--- src/rtl/sfm_pkg.sv ---
package sfm_pkg;

  // Default width of the run counters and histogram bins
  localparam int unsigned COUNT_BITS_DEF = 16;

  localparam int unsigned WORD_W  = 16;
  localparam int unsigned CODE_W  = 8;
  localparam int unsigned HDR_W   = 4;
  localparam int unsigned CNT_W   = 16;
  localparam int unsigned VERD_W  = 2;
  localparam int unsigned APB_AW  = 3;
  localparam int unsigned APB_DW  = 32;

  // Verdict codes
  localparam logic [VERD_W-1:0] VERDICT_PASS       = 2'd0;
  localparam logic [VERD_W-1:0] VERDICT_HDR_WARN   = 2'd1;
  localparam logic [VERD_W-1:0] VERDICT_STUCK_LOW  = 2'd2;
  localparam logic [VERD_W-1:0] VERDICT_STUCK_HIGH = 2'd3;

  // Register word index (paddr[2])
  localparam logic REG_EXPECTED_HEADER = 1'b0;

  localparam logic [WORD_W-1:0] WORD_ZERO = 16'h0000;
  localparam logic [WORD_W-1:0] WORD_ONES = 16'hFFFF;

endpackage

--- src/rtl/sfm_if.sv ---
interface sfm_frame_if;
  logic        valid;
  logic        ready;
  logic [15:0] rx_word;
  logic        last_frame;

  modport source (output valid, rx_word, last_frame, input ready);
  modport sink   (input valid, rx_word, last_frame, output ready);
endinterface

interface sfm_report_if;
  logic        valid;
  logic        ready;
  logic [1:0]  verdict;
  logic [15:0] header_ok;
  logic [15:0] header_bad;
  logic [15:0] zero_frames;
  logic [15:0] ones_frames;
  logic [15:0] repeat_frames;
  logic [7:0]  min_code;
  logic [7:0]  max_code;
  logic [3:0]  top_header;
  logic [15:0] top_header_count;
  logic [15:0] min_word;
  logic [15:0] max_word;

  modport source (output valid, verdict, header_ok, header_bad, zero_frames, ones_frames,
                  repeat_frames, min_code, max_code, top_header, top_header_count,
                  min_word, max_word,
                  input ready);
  modport sink   (input valid, verdict, header_ok, header_bad, zero_frames, ones_frames,
                  repeat_frames, min_code, max_code, top_header, top_header_count,
                  min_word, max_word,
                  output ready);
endinterface

--- src/rtl/spi_adc_frame_format_monitor_unit.sv ---
// Channel    Dir  Handshake       Word
// ---------  ---  --------------  ------------------------------------------------
// frame_i    in   valid/ready     rx_word[15:0], last_frame
// report_o   out  valid/ready     verdict, header counts, frame counts, min/max
// apb        in   psel/penable    expected_header at byte address 0
//
// A frame that is not last is accepted, then takes six steps of the shared
// saturating incrementer (repeat, total, header bin, match/mismatch, zero, ones).
// A last frame adds a histogram scan on the shared comparator and a report
// step. The report step waits while a previous report is still held; new frames
// are accepted while a report waits on report_o.
// rst_ni is asynchronous; all run state is flops and clears at once, no sweep.
module spi_adc_frame_format_monitor_unit #(
  parameter int unsigned COUNT_BITS = sfm_pkg::COUNT_BITS_DEF
) (
  input  logic                       clk_i,
  input  logic                       rst_ni,
  sfm_frame_if.sink                  frame_i,
  sfm_report_if.source               report_o,
  input  logic                       psel,
  input  logic                       penable,
  input  logic                       pwrite,
  input  logic [sfm_pkg::APB_AW-1:0] paddr,
  input  logic [sfm_pkg::APB_DW-1:0] pwdata,
  output logic [sfm_pkg::APB_DW-1:0] prdata,
  output logic                       pready
);
  import sfm_pkg::*;

  localparam int unsigned CW = COUNT_BITS;
  localparam logic [CW-1:0] CMAX = {CW{1'b1}};

  // Sequencer states
  localparam logic [1:0] ST_IDLE = 2'd0;
  localparam logic [1:0] ST_CNT  = 2'd1;
  localparam logic [1:0] ST_SCAN = 2'd2;
  localparam logic [1:0] ST_RPT  = 2'd3;

  // Incrementer steps
  localparam logic [2:0] STEP_REPEAT = 3'd0;
  localparam logic [2:0] STEP_TOTAL  = 3'd1;
  localparam logic [2:0] STEP_BIN    = 3'd2;
  localparam logic [2:0] STEP_MATCH  = 3'd3;
  localparam logic [2:0] STEP_ZERO   = 3'd4;
  localparam logic [2:0] STEP_ONES   = 3'd5;

  function automatic logic [CNT_W-1:0] clamp16(input logic [31:0] c);
    return (c > 32'h0000_FFFF) ? 16'hFFFF : c[CNT_W-1:0];
  endfunction

  logic [1:0]        state_q, state_d;
  logic [3:0]        idx_q, idx_d;
  logic [WORD_W-1:0] word_q, word_d;
  logic              last_q, last_d;
  logic [HDR_W-1:0]  exp_q, exp_d;

  logic [CW-1:0]     hist_q [16];
  logic [CW-1:0]     hist_d [16];
  logic [CW-1:0]     total_q, total_d;
  logic [CW-1:0]     match_q, match_d;
  logic [CW-1:0]     mismatch_q, mismatch_d;
  logic [CW-1:0]     zero_q, zero_d;
  logic [CW-1:0]     ones_q, ones_d;
  logic [CW-1:0]     repeat_q, repeat_d;
  logic [WORD_W-1:0] prev_q, prev_d;
  logic              seen_q, seen_d;
  logic [CODE_W-1:0] code_lo_q, code_lo_d;
  logic [CODE_W-1:0] code_hi_q, code_hi_d;
  logic [WORD_W-1:0] word_lo_q, word_lo_d;
  logic [WORD_W-1:0] word_hi_q, word_hi_d;
  logic [HDR_W-1:0]  best_q, best_d;
  logic [CW-1:0]     best_cnt_q, best_cnt_d;

  logic              out_valid_q, out_valid_d;
  logic [VERD_W-1:0] o_verdict_q, o_verdict_d;
  logic [CNT_W-1:0]  o_ok_q, o_ok_d;
  logic [CNT_W-1:0]  o_bad_q, o_bad_d;
  logic [CNT_W-1:0]  o_zero_q, o_zero_d;
  logic [CNT_W-1:0]  o_ones_q, o_ones_d;
  logic [CNT_W-1:0]  o_rep_q, o_rep_d;
  logic [CODE_W-1:0] o_cmin_q, o_cmin_d;
  logic [CODE_W-1:0] o_cmax_q, o_cmax_d;
  logic [HDR_W-1:0]  o_top_q, o_top_d;
  logic [CNT_W-1:0]  o_topcnt_q, o_topcnt_d;
  logic [WORD_W-1:0] o_wmin_q, o_wmin_d;
  logic [WORD_W-1:0] o_wmax_q, o_wmax_d;

  logic              in_acc, out_acc, cfg_wr;
  logic [HDR_W-1:0]  hdr;
  logic [CODE_W-1:0] code;
  logic [2:0]        step;
  logic [CW-1:0]     inc_op, inc_res;
  logic              inc_en;
  logic              hdr_match;

  assign hdr       = word_q[15:12];
  assign code      = word_q[11:4];
  assign step      = idx_q[2:0];
  assign hdr_match = (hdr == exp_q);

  assign frame_i.ready = (state_q == ST_IDLE);
  assign in_acc        = frame_i.valid && frame_i.ready;
  assign out_acc       = report_o.valid && report_o.ready;

  // APB: single register, low address bits are byte lanes
  assign pready = 1'b1;
  assign cfg_wr = psel && penable && pwrite && (paddr[2] == REG_EXPECTED_HEADER);
  assign prdata = (paddr[2] == REG_EXPECTED_HEADER) ? {{(APB_DW-HDR_W){1'b0}}, exp_q} : '0;

  // Shared saturating incrementer: operand and enable per step
  always_comb begin
    inc_op = '0;
    inc_en = 1'b0;
    unique case (step)
      STEP_REPEAT: begin
        inc_op = repeat_q;
        inc_en = seen_q && (word_q == prev_q);
      end
      STEP_TOTAL: begin
        inc_op = total_q;
        inc_en = 1'b1;
      end
      STEP_BIN: begin
        inc_op = hist_q[hdr];
        inc_en = 1'b1;
      end
      STEP_MATCH: begin
        inc_op = hdr_match ? match_q : mismatch_q;
        inc_en = 1'b1;
      end
      STEP_ZERO: begin
        inc_op = zero_q;
        inc_en = (word_q == WORD_ZERO);
      end
      STEP_ONES: begin
        inc_op = ones_q;
        inc_en = (word_q == WORD_ONES);
      end
      default: begin
        inc_op = '0;
        inc_en = 1'b0;
      end
    endcase
    inc_res = (inc_op == CMAX) ? inc_op : inc_op + CW'(1);
  end

  always_comb begin
    state_d    = state_q;
    idx_d      = idx_q;
    word_d     = word_q;
    last_d     = last_q;
    exp_d      = exp_q;
    hist_d     = hist_q;
    total_d    = total_q;
    match_d    = match_q;
    mismatch_d = mismatch_q;
    zero_d     = zero_q;
    ones_d     = ones_q;
    repeat_d   = repeat_q;
    prev_d     = prev_q;
    seen_d     = seen_q;
    code_lo_d  = code_lo_q;
    code_hi_d  = code_hi_q;
    word_lo_d  = word_lo_q;
    word_hi_d  = word_hi_q;
    best_d     = best_q;
    best_cnt_d = best_cnt_q;

    out_valid_d = out_valid_q && !out_acc;
    o_verdict_d = o_verdict_q;
    o_ok_d      = o_ok_q;
    o_bad_d     = o_bad_q;
    o_zero_d    = o_zero_q;
    o_ones_d    = o_ones_q;
    o_rep_d     = o_rep_q;
    o_cmin_d    = o_cmin_q;
    o_cmax_d    = o_cmax_q;
    o_top_d     = o_top_q;
    o_topcnt_d  = o_topcnt_q;
    o_wmin_d    = o_wmin_q;
    o_wmax_d    = o_wmax_q;

    if (cfg_wr) begin
      exp_d = pwdata[HDR_W-1:0];
    end

    unique case (state_q)
      ST_IDLE: begin
        if (in_acc) begin
          word_d  = frame_i.rx_word;
          last_d  = frame_i.last_frame;
          idx_d   = '0;
          state_d = ST_CNT;
        end
      end

      ST_CNT: begin
        if (inc_en) begin
          unique case (step)
            STEP_REPEAT: repeat_d = inc_res;
            STEP_TOTAL:  total_d  = inc_res;
            STEP_BIN:    hist_d[hdr] = inc_res;
            STEP_MATCH: begin
              if (hdr_match) match_d = inc_res;
              else           mismatch_d = inc_res;
            end
            STEP_ZERO:   zero_d = inc_res;
            STEP_ONES:   ones_d = inc_res;
            default:     ;
          endcase
        end
        idx_d = idx_q + 4'd1;
        if (step == STEP_ONES) begin
          // repeat check is done, frame becomes the previous one
          prev_d = word_q;
          seen_d = 1'b1;
          if (code < code_lo_q)   code_lo_d = code;
          if (code > code_hi_q)   code_hi_d = code;
          if (word_q < word_lo_q) word_lo_d = word_q;
          if (word_q > word_hi_q) word_hi_d = word_q;
          if (last_q) begin
            best_d     = '0;
            best_cnt_d = hist_q[0];
            idx_d      = 4'd1;
            state_d    = ST_SCAN;
          end else begin
            state_d = ST_IDLE;
          end
        end
      end

      ST_SCAN: begin
        // strict compare keeps the lowest index on ties
        if (hist_q[idx_q] > best_cnt_q) begin
          best_d     = idx_q;
          best_cnt_d = hist_q[idx_q];
        end
        idx_d = idx_q + 4'd1;
        if (idx_q == 4'd15) begin
          state_d = ST_RPT;
        end
      end

      ST_RPT: begin
        if (!out_valid_q) begin
          out_valid_d = 1'b1;
          if (zero_q == total_q)      o_verdict_d = VERDICT_STUCK_LOW;
          else if (ones_q == total_q) o_verdict_d = VERDICT_STUCK_HIGH;
          else if (mismatch_q != '0)  o_verdict_d = VERDICT_HDR_WARN;
          else                        o_verdict_d = VERDICT_PASS;
          o_ok_d     = clamp16(32'(match_q));
          o_bad_d    = clamp16(32'(mismatch_q));
          o_zero_d   = clamp16(32'(zero_q));
          o_ones_d   = clamp16(32'(ones_q));
          o_rep_d    = clamp16(32'(repeat_q));
          o_cmin_d   = code_lo_q;
          o_cmax_d   = code_hi_q;
          o_top_d    = best_q;
          o_topcnt_d = clamp16(32'(best_cnt_q));
          o_wmin_d   = word_lo_q;
          o_wmax_d   = word_hi_q;
          // new run
          for (int i = 0; i < 16; i++) hist_d[i] = '0;
          total_d    = '0;
          match_d    = '0;
          mismatch_d = '0;
          zero_d     = '0;
          ones_d     = '0;
          repeat_d   = '0;
          prev_d     = WORD_ONES;
          seen_d     = 1'b0;
          code_lo_d  = '1;
          code_hi_d  = '0;
          word_lo_d  = WORD_ONES;
          word_hi_d  = '0;
          state_d    = ST_IDLE;
        end
      end

      default: state_d = ST_IDLE;
    endcase
  end

  always_ff @(posedge clk_i or negedge rst_ni) begin
    if (!rst_ni) begin
      state_q     <= ST_IDLE;
      idx_q       <= '0;
      exp_q       <= '0;
      for (int i = 0; i < 16; i++) hist_q[i] <= '0;
      total_q     <= '0;
      match_q     <= '0;
      mismatch_q  <= '0;
      zero_q      <= '0;
      ones_q      <= '0;
      repeat_q    <= '0;
      prev_q      <= WORD_ONES;
      seen_q      <= 1'b0;
      code_lo_q   <= '1;
      code_hi_q   <= '0;
      word_lo_q   <= WORD_ONES;
      word_hi_q   <= '0;
      out_valid_q <= 1'b0;
    end else begin
      state_q     <= state_d;
      idx_q       <= idx_d;
      exp_q       <= exp_d;
      hist_q      <= hist_d;
      total_q     <= total_d;
      match_q     <= match_d;
      mismatch_q  <= mismatch_d;
      zero_q      <= zero_d;
      ones_q      <= ones_d;
      repeat_q    <= repeat_d;
      prev_q      <= prev_d;
      seen_q      <= seen_d;
      code_lo_q   <= code_lo_d;
      code_hi_q   <= code_hi_d;
      word_lo_q   <= word_lo_d;
      word_hi_q   <= word_hi_d;
      out_valid_q <= out_valid_d;
    end
  end

  // Datapath registers, no reset
  always_ff @(posedge clk_i) begin
    word_q      <= word_d;
    last_q      <= last_d;
    best_q      <= best_d;
    best_cnt_q  <= best_cnt_d;
    o_verdict_q <= o_verdict_d;
    o_ok_q      <= o_ok_d;
    o_bad_q     <= o_bad_d;
    o_zero_q    <= o_zero_d;
    o_ones_q    <= o_ones_d;
    o_rep_q     <= o_rep_d;
    o_cmin_q    <= o_cmin_d;
    o_cmax_q    <= o_cmax_d;
    o_top_q     <= o_top_d;
    o_topcnt_q  <= o_topcnt_d;
    o_wmin_q    <= o_wmin_d;
    o_wmax_q    <= o_wmax_d;
  end

  assign report_o.valid            = out_valid_q;
  assign report_o.verdict          = o_verdict_q;
  assign report_o.header_ok        = o_ok_q;
  assign report_o.header_bad       = o_bad_q;
  assign report_o.zero_frames      = o_zero_q;
  assign report_o.ones_frames      = o_ones_q;
  assign report_o.repeat_frames    = o_rep_q;
  assign report_o.min_code         = o_cmin_q;
  assign report_o.max_code         = o_cmax_q;
  assign report_o.top_header       = o_top_q;
  assign report_o.top_header_count = o_topcnt_q;
  assign report_o.min_word         = o_wmin_q;
  assign report_o.max_word         = o_wmax_q;

endmodule

--- src/flat_wrapper.sv ---
// flat-port wrapper written by rule: the top's interface ports become plain ports
module spi_adc_frame_format_monitor_unit_flat import sfm_pkg::*;
#(
  parameter int unsigned COUNT_BITS = sfm_pkg::COUNT_BITS_DEF
)
  (clk_i, rst_ni, psel, penable, pwrite, paddr, pwdata, prdata, pready, frame_i_valid, frame_i_rx_word, frame_i_last_frame, frame_i_ready, report_o_valid, report_o_verdict, report_o_header_ok, report_o_header_bad, report_o_zero_frames, report_o_ones_frames, report_o_repeat_frames, report_o_min_code, report_o_max_code, report_o_top_header, report_o_top_header_count, report_o_min_word, report_o_max_word, report_o_ready);
  sfm_frame_if frame_i_i ();
  sfm_report_if report_o_i ();
  input  logic clk_i;
  input  logic rst_ni;
  input  logic psel;
  input  logic penable;
  input  logic pwrite;
  input  logic [sfm_pkg::APB_AW-1:0] paddr;
  input  logic [sfm_pkg::APB_DW-1:0] pwdata;
  output logic [sfm_pkg::APB_DW-1:0] prdata;
  output logic pready;
  input wire logic [$bits(frame_i_i.valid)-1:0] frame_i_valid;
  input wire logic [$bits(frame_i_i.rx_word)-1:0] frame_i_rx_word;
  input wire logic [$bits(frame_i_i.last_frame)-1:0] frame_i_last_frame;
  output wire logic [$bits(frame_i_i.ready)-1:0] frame_i_ready;
  output wire logic [$bits(report_o_i.valid)-1:0] report_o_valid;
  output wire logic [$bits(report_o_i.verdict)-1:0] report_o_verdict;
  output wire logic [$bits(report_o_i.header_ok)-1:0] report_o_header_ok;
  output wire logic [$bits(report_o_i.header_bad)-1:0] report_o_header_bad;
  output wire logic [$bits(report_o_i.zero_frames)-1:0] report_o_zero_frames;
  output wire logic [$bits(report_o_i.ones_frames)-1:0] report_o_ones_frames;
  output wire logic [$bits(report_o_i.repeat_frames)-1:0] report_o_repeat_frames;
  output wire logic [$bits(report_o_i.min_code)-1:0] report_o_min_code;
  output wire logic [$bits(report_o_i.max_code)-1:0] report_o_max_code;
  output wire logic [$bits(report_o_i.top_header)-1:0] report_o_top_header;
  output wire logic [$bits(report_o_i.top_header_count)-1:0] report_o_top_header_count;
  output wire logic [$bits(report_o_i.min_word)-1:0] report_o_min_word;
  output wire logic [$bits(report_o_i.max_word)-1:0] report_o_max_word;
  input wire logic [$bits(report_o_i.ready)-1:0] report_o_ready;
  assign frame_i_i.valid = frame_i_valid;
  assign frame_i_i.rx_word = frame_i_rx_word;
  assign frame_i_i.last_frame = frame_i_last_frame;
  assign frame_i_ready = frame_i_i.ready;
  assign report_o_valid = report_o_i.valid;
  assign report_o_verdict = report_o_i.verdict;
  assign report_o_header_ok = report_o_i.header_ok;
  assign report_o_header_bad = report_o_i.header_bad;
  assign report_o_zero_frames = report_o_i.zero_frames;
  assign report_o_ones_frames = report_o_i.ones_frames;
  assign report_o_repeat_frames = report_o_i.repeat_frames;
  assign report_o_min_code = report_o_i.min_code;
  assign report_o_max_code = report_o_i.max_code;
  assign report_o_top_header = report_o_i.top_header;
  assign report_o_top_header_count = report_o_i.top_header_count;
  assign report_o_min_word = report_o_i.min_word;
  assign report_o_max_word = report_o_i.max_word;
  assign report_o_i.ready = report_o_ready;
  spi_adc_frame_format_monitor_unit #(.COUNT_BITS(COUNT_BITS)) u_core (.clk_i(clk_i), .rst_ni(rst_ni), .frame_i(frame_i_i), .report_o(report_o_i), .psel(psel), .penable(penable), .pwrite(pwrite), .paddr(paddr), .pwdata(pwdata), .prdata(prdata), .pready(pready));
endmodule
--- config.mk ---
export PLATFORM = sky130hd
export DESIGN_NAME = spi_adc_frame_format_monitor_unit_flat
export DESIGN_NICKNAME = d
export VERILOG_FILES = /design/src/rtl/sfm_pkg.sv /design/src/rtl/sfm_if.sv /design/src/rtl/spi_adc_frame_format_monitor_unit.sv /design/src/flat_wrapper.sv
export SDC_FILE = /design/constraint.sdc
export NUM_CORES = 1
export LEC_CHECK = 0
export ABC_AREA = 0
export BUFFER_PORTS_ARGS = -buffer_cell sky130_fd_sc_hd__buf_2
export CORE_MARGIN = 3
export CORE_UTILIZATION = 48
export DETAILED_ROUTE_END_ITERATION = 6
export MAX_ROUTING_LAYER = met4
export PLACE_DENSITY = 0.65
export SLEW_MARGIN = 40
export SYNTH_ARGS = -nofsm -noshare
export SYNTH_HDL_FRONTEND = slang
export SYNTH_SLANG_ARGS = --single-unit
--- constraint.sdc ---
create_clock -name clk_i -period 7.6 [get_ports clk_i]
set_input_delay 0.38 -clock clk_i [delete_from_list [all_inputs] [get_ports clk_i]]
set_output_delay 0.38 -clock clk_i [all_outputs]
set_load 0.05 [all_outputs]
# Word level (Yosys, flattened, before mapping)
# Cells that the tools add are included.
[word_totals] reg_bits=615 input_bits=59 out_inout_bits=185 word_cells=212
[classes] n_addsub=2 n_lt_le_gt_ge=8 n_eq_ne=33 mux=81 bitwise_logic=4 reduce_logical=35
[ops] operator="256-bit 2-to-1 mux" count=3
[ops] operator="256-bit case mux with 2 select lines" count=1
[ops] operator="16-bit 2-to-1 mux" count=31
[ops] operator="16-bit case mux with 2 select lines" count=10
[ops] operator="256-bit bitwise mux" count=1
[ops] operator="16-bit binary-select mux with 4-bit select" count=2
[ops] operator="16-bit case mux with 6 select lines" count=1
[ops] operator="16-bit demux with 4-bit select" count=1
[ops] operator="16-bit equality test" count=3
[ops] operator="8-bit 2-to-1 mux" count=6
[ops] operator="4-bit AND reduction" count=11
[ops] operator="16-bit equality test (second input constant)" count=2
[ops] operator="16-bit > comparator" count=2
[ops] operator="8-bit case mux with 2 select lines" count=2
[ops] operator="4-bit 2-to-1 mux" count=7
[ops] operator="2-bit by 1-bit != test with 1-bit output (second input constant)" count=10
[ops] operator="16-bit by 1-bit adder with 16-bit output (second input constant)" count=1
[ops] operator="16-bit logical NOT" count=1
[ops] operator="16-bit < comparator" count=1
[ops] operator="2-bit != test (second input constant)" count=8
[ops] operator="16-bit nonzero test" count=1
[ops] operator="4-bit case mux with 3 select lines" count=1
[ops] operator="5-bit greater-or-equal comparator (second input constant)" count=2
[ops] operator="2-bit 2-to-1 mux" count=5
[ops] operator="other kinds (29)" count=50

# Depth between registers and ports, before layout
[logic_depth] depth_word=11 mapped_depth=20 mapped_depth_nobuf=16

# Worst setup path after synthesis
# No wires, ideal clock.
[synth_timing] kind="register to register" start="register u_core.idx_q[0]" end="register u_core.best_cnt_q[0], enable pin" setup_time_ns=0.428 t_arrival_ns=5.018 required_time_ns=7.172 setup_slack_ns=2.154 stages_incl_launch_ff=18 n_path_buf=3 synth_period_minus_slack_ns=5.446 cell_sequence="dfrtp_1 > clkbuf_1 > clkbuf_1 > buf_1 > mux2i_1 > a21oi_1 > o21ai_0 > nand2_1 > ha_1 > nor2b_1 > o21a_1 > o21a_1 > o21ai_0 > nand2b_1 > a21oi_1 > o211ai_1 > o311ai_0 > a211oi_1"
[synth_via] elab_chain_cells=7 word_cells_on_any_way=9 classes_between="1 x order compare; 3 x eq/ne; 3 x mux; 1 x bitwise; 1 x reduce/logical"
[synth_rtl] element="start, declared" line="spi_adc_frame_format_monitor_unit.sv:52" source="logic [3:0] idx_q, idx_d;"
[synth_rtl] element="start signal, assigned" line="spi_adc_frame_format_monitor_unit.sv:305" source="idx_q <= idx_d;"
[synth_rtl] element="4-bit inverter with 5-bit output (not written as such)" line="spi_adc_frame_format_monitor_unit.sv:234" source="if (hist_q[idx_q] > best_cnt_q) begin"
[synth_rtl] element="16-bit binary-select mux with 4-bit select" line="spi_adc_frame_format_monitor_unit.sv:234"
[synth_rtl] element="16-bit 2-to-1 mux (not written as such) (2 in series)" line="spi_adc_frame_format_monitor_unit.sv:234"
[synth_rtl] element="16-bit > comparator" line="spi_adc_frame_format_monitor_unit.sv:234"
[synth_rtl] element="2-bit by 1-bit != test with 1-bit output (no line)"
[synth_rtl] element="4-bit AND reduction (no line) (*)"
[synth_rtl] element="end signal, assigned" line="spi_adc_frame_format_monitor_unit.sv:329" source="best_cnt_q <= best_cnt_d;"
[synth_rtl] element="end, declared" line="spi_adc_frame_format_monitor_unit.sv:72" source="logic [CW-1:0] best_cnt_q, best_cnt_d;"
# Every way passes the cells marked *; elsewhere a longest branch is shown, timed or not. The select of a mux whose other input is x is not followed.
# A chain may end at the register's enable or synchronous reset.

# Worst setup path after layout
[layout_timing] start="register u_core.idx_q[1]" end="register u_core.ones_q[14]"
[layout_via] elab_chain_cells=7 word_cells_on_any_way=18 classes_between="1 x add/sub; 8 x eq/ne; 6 x mux; 3 x reduce/logical"
[layout_rtl] element="3-bit equality test (tied with other cells)" line="spi_adc_frame_format_monitor_unit.sv:114, spi_adc_frame_format_monitor_unit.sv:199"
[layout_rtl] element="16-bit case mux with 6 select lines" line="spi_adc_frame_format_monitor_unit.sv:114" source="unique case (step)"
[layout_rtl] element="16-bit by 1-bit adder with 16-bit output or 16-bit equality test (tied branches)" line="spi_adc_frame_format_monitor_unit.sv:144" source="inc_res = (inc_op == CMAX) ? inc_op : inc_op + CW'(1);"
[layout_rtl] element="16-bit 2-to-1 mux" line="spi_adc_frame_format_monitor_unit.sv:144"
[layout_rtl] element="16-bit 2-to-1 mux" line="spi_adc_frame_format_monitor_unit.sv:199" source="unique case (step)"
[layout_rtl] element="16-bit 2-to-1 mux" line="spi_adc_frame_format_monitor_unit.sv:198" source="if (inc_en) begin"
[layout_rtl] element="16-bit case mux with 2 select lines" line="spi_adc_frame_format_monitor_unit.sv:187" source="unique case (state_q)"
[layout_rtl] element="end signal, assigned" line="spi_adc_frame_format_monitor_unit.sv:312" source="ones_q <= ones_d;"
[layout_rtl] element="end, declared" line="spi_adc_frame_format_monitor_unit.sv:63" source="logic [CW-1:0] ones_q, ones_d;"
# Several ways; a longest one is shown, not always the timed one. The select of a mux whose other input is x is not followed.

==> run summary <==
Status: completed
Slowest-stage cell, CP: nor4_1
Final setup fails: 0
Max Slew Vio Count: 0
Leakage: 14.8 nW
WHS: 27.7 ps
Via count: 21891
Adder-cell share of the synthesized area: 3.01%
Post-CTS setup buffers: 0
Synth Area in Compound Gates: 15.9%
Setup Skew: 28.1 ps
Crit-path cells: buf_4, ha_1, nand2b_1, or2_1, nor4_1, nor4_1, inv_1, ha_1, o31ai_1, nor4_1, nand4_1, mux2_2, nand2b_1, o21ai_0
Number of synthesized flops with an enable pin: 187
Fin crit period: 5500 ps
Largest family of logic cells by synthesized area: compound AO/OA/AOI/OAI gates
Routed Antenna Nets: 0
Effective utilization at floorplan: 49.1%
Rows: 90
CTS clock-pin slew for the worst setup and hold paths: 60 ps
Die Y-Extent: 256 µm
Fraction of layout cells with a size suffix above 1: 22.6%
Crit path max-delay family: simple AND/OR/NAND/NOR gates
Total CTS buffers: 67
CP Data Required Time: 8110 ps
Remaining DRCs: 0
Nets@finish: 2789
Root Driver: clkbuf_16
Final period util: 72.3%
Max incr delay on CP: 860 ps
Cell variety after synth: 73
Buf/Inv on CP: 2
Max cap viols: 0
Worst slack at placement: 2290 ps
Fmax: 182 MHz
Placeable Area: 0.0610 mm²
Worst setup path category: flop to flop
Synth Register Bits: 615
H-Tree Level Count: 3
Hold Path Class: input port to flop
Share of the synthesized area in the top cell type: 32.4%
Ys async rst share: 69.6%
Pwr Density: 432 mW/mm²
Top post-synthesis cells by area: dfrtp_1 32%, edfxtp_1 19%, a22o_1 7.2%
GRT overflow: 0
Post-DP HPWL: 63400 µm
Final hold violation count: 0
TritonCTS clock tree: yes
Largest net degree at the start of global routing: 164
Syn-to-layout area delta: 15.0%
Vias per Instance: 6.18
Post-Synth Simple-Gate Area: 9.40%
Die area: 0.0654 mm²
Post-Synth XOR/XNOR Area: 1.67%
Worst-path fanout max: 39
RSZ-0062 raised after global routing: no
Number of flip-flops under the largest register name: 256
Gpl congestion: 0.938
Synth top cells by count: 388 x dfrtp_1, 270 x nand2_1, 245 x a22o_1
Least-Margin Pin Slew: 935 ps
Post-DR wirelength/cell: 25.6 µm
Router iterations before antenna repair: 7
Routed WL: 90600 µm
CP Data Arrival Time: 6010 ps
Mapped Cells: 2505
Sequential area share after synthesis: 54.7%
I/O pin count: 244
Startpoint Class: flop
Clock Latency Late Sink: 610 ps
TNS Setup: 0 ps
Die X-Extent: 256 µm
GRT Overall Usage: 28.1%
Synthesized cell area: 0.0300 mm²
Clk sinks: 615
Most frequent cell after synthesis: dfrtp_1
Vias in the first global route: 21509
CTS Buffer Depth: 3
Largest register by flop count: u_core.hist_q
Most used DFF post-synth: dfrtp_1
Initial antenna violation count: 1
Synth warn: 0
Dominant cell type by area after synthesis: dfrtp_1
Mux share of post-synthesis cell area: 10.9%
Peak VDD IR: 0.253 mV
Slew headroom: 37.1%
CP dominant cell by count: nor4_1
First-pass GRT wire length: 137000 µm
Fin util: 56.4%
PortBufs: 184
Final setup margin: 2100 ps
Starting DRT DRC Count: 2147
Crit. End Element: flop
Mean Syn Cell Area: 12.0 µm²
==> kinds of logic (layout without fill, tap and decap cells) <==
logic type	Yosys count	in the layout
buffers and inverters	284	465
AND/OR/NAND/NOR	572	572
AO/OA/AOI/OAI	669	669
adder cells (fa/ha/maj)	72	72
multiplexers	234	234
other	2	30
XOR/XNOR	57	57
flip-flops	615	615
==> timing repair <==
item                                   CTS  global route
endpoints found under the hold margin   84             0
hold buffers                            20             0
resized for setup                        0             0
==> placed cells by master, fill, tap and decap left out, drive strengths merged, types with 30 or more instances in the layout <==
| cell type | synthesis | routed |
|---|---|---|
| nor2b | 49 | 49 |
| mux2 | 75 | 75 |
| o21ai | 170 | 170 |
| a21oi | 63 | 63 |
| inv | 78 | 83 |
| a22o | 245 | 245 |
| nor2 | 99 | 99 |
| mux2i | 93 | 93 |
| clkbuf | 119 | 86 |
| mux4 | 66 | 66 |
| xor2 | 36 | 36 |
| a22oi | 30 | 30 |
| dfrtp | 388 | 388 |
| dfstp | 40 | 40 |
| edfxtp | 187 | 187 |
| nor4 | 43 | 43 |
| buf | 87 | 243 |
| ha | 72 | 72 |
| a211oi | 31 | 31 |
| nand2 | 271 | 271 |
==> through the flow <==
stage | instances | power [mW] | instance area, µm²
4_1_cts | 3538 | 14.8 | 34300
5_1_grt | 3542 | 15.6 | 34400
3_3_place_gp | 3390 | 11.2 | 31600
3_5_place_dp | 3394 | 11.4 | 31800
2_1_floorplan | 2532 | 9.37 | 30100
6_report | 3542 | 14.9 | 34400
==> worst paths after layout <==
check | startpoint | endpoint | slack, ps | cells past startpoint
max | u_core.idx_q[1] | u_core.ones_q[14] | 2100 | 14
min reg2reg | u_core.best_q[2] | u_core.report_o.top_header[2] | 420 | 0
min | pwdata[1] | u_core.exp_q[1] | 30 | 2
min in group asynchronous | rst_ni | u_core.code_lo_q[5] | 490 | 2
max reg2reg | u_core.idx_q[1] | u_core.ones_q[14] | 2100 | 14
max in group asynchronous | rst_ni | u_core.match_q[10] | 5820 | 5
==> area by class of cell <==
type                    instances  area, µm²
flip-flops and latches        615      16400
clock buffers                  86       1870
repair buffers                263       1710
well taps                     828       1040
inverters                      78        298
clock inverters                38        412
fillers                      5121      26600
diodes                          1       2.50
multi-input cells            1633      12700
==> per-layer routing <==
metal	share of wire, %	vias up	global-route usage [%]
met5	0	-	-
met4	3.5	0	10.5
met3	9.1	162	6.09
met2	46	1026	42.0
met1	42	11099	37.9
li1	-	9604	-
==> report_power, final <==
part	total (mW)	internal (mW)	leakage (nW)	switching [mW]
Sequential	5.49	4.61	7.45	0.877
Clock	3.36	2.00	1.11	1.36
Combinational	6.01	2.07	6.19	3.95
Total	14.9	8.68	14.8	6.18
No activity file was read; power rests on OpenSTA's default activity.
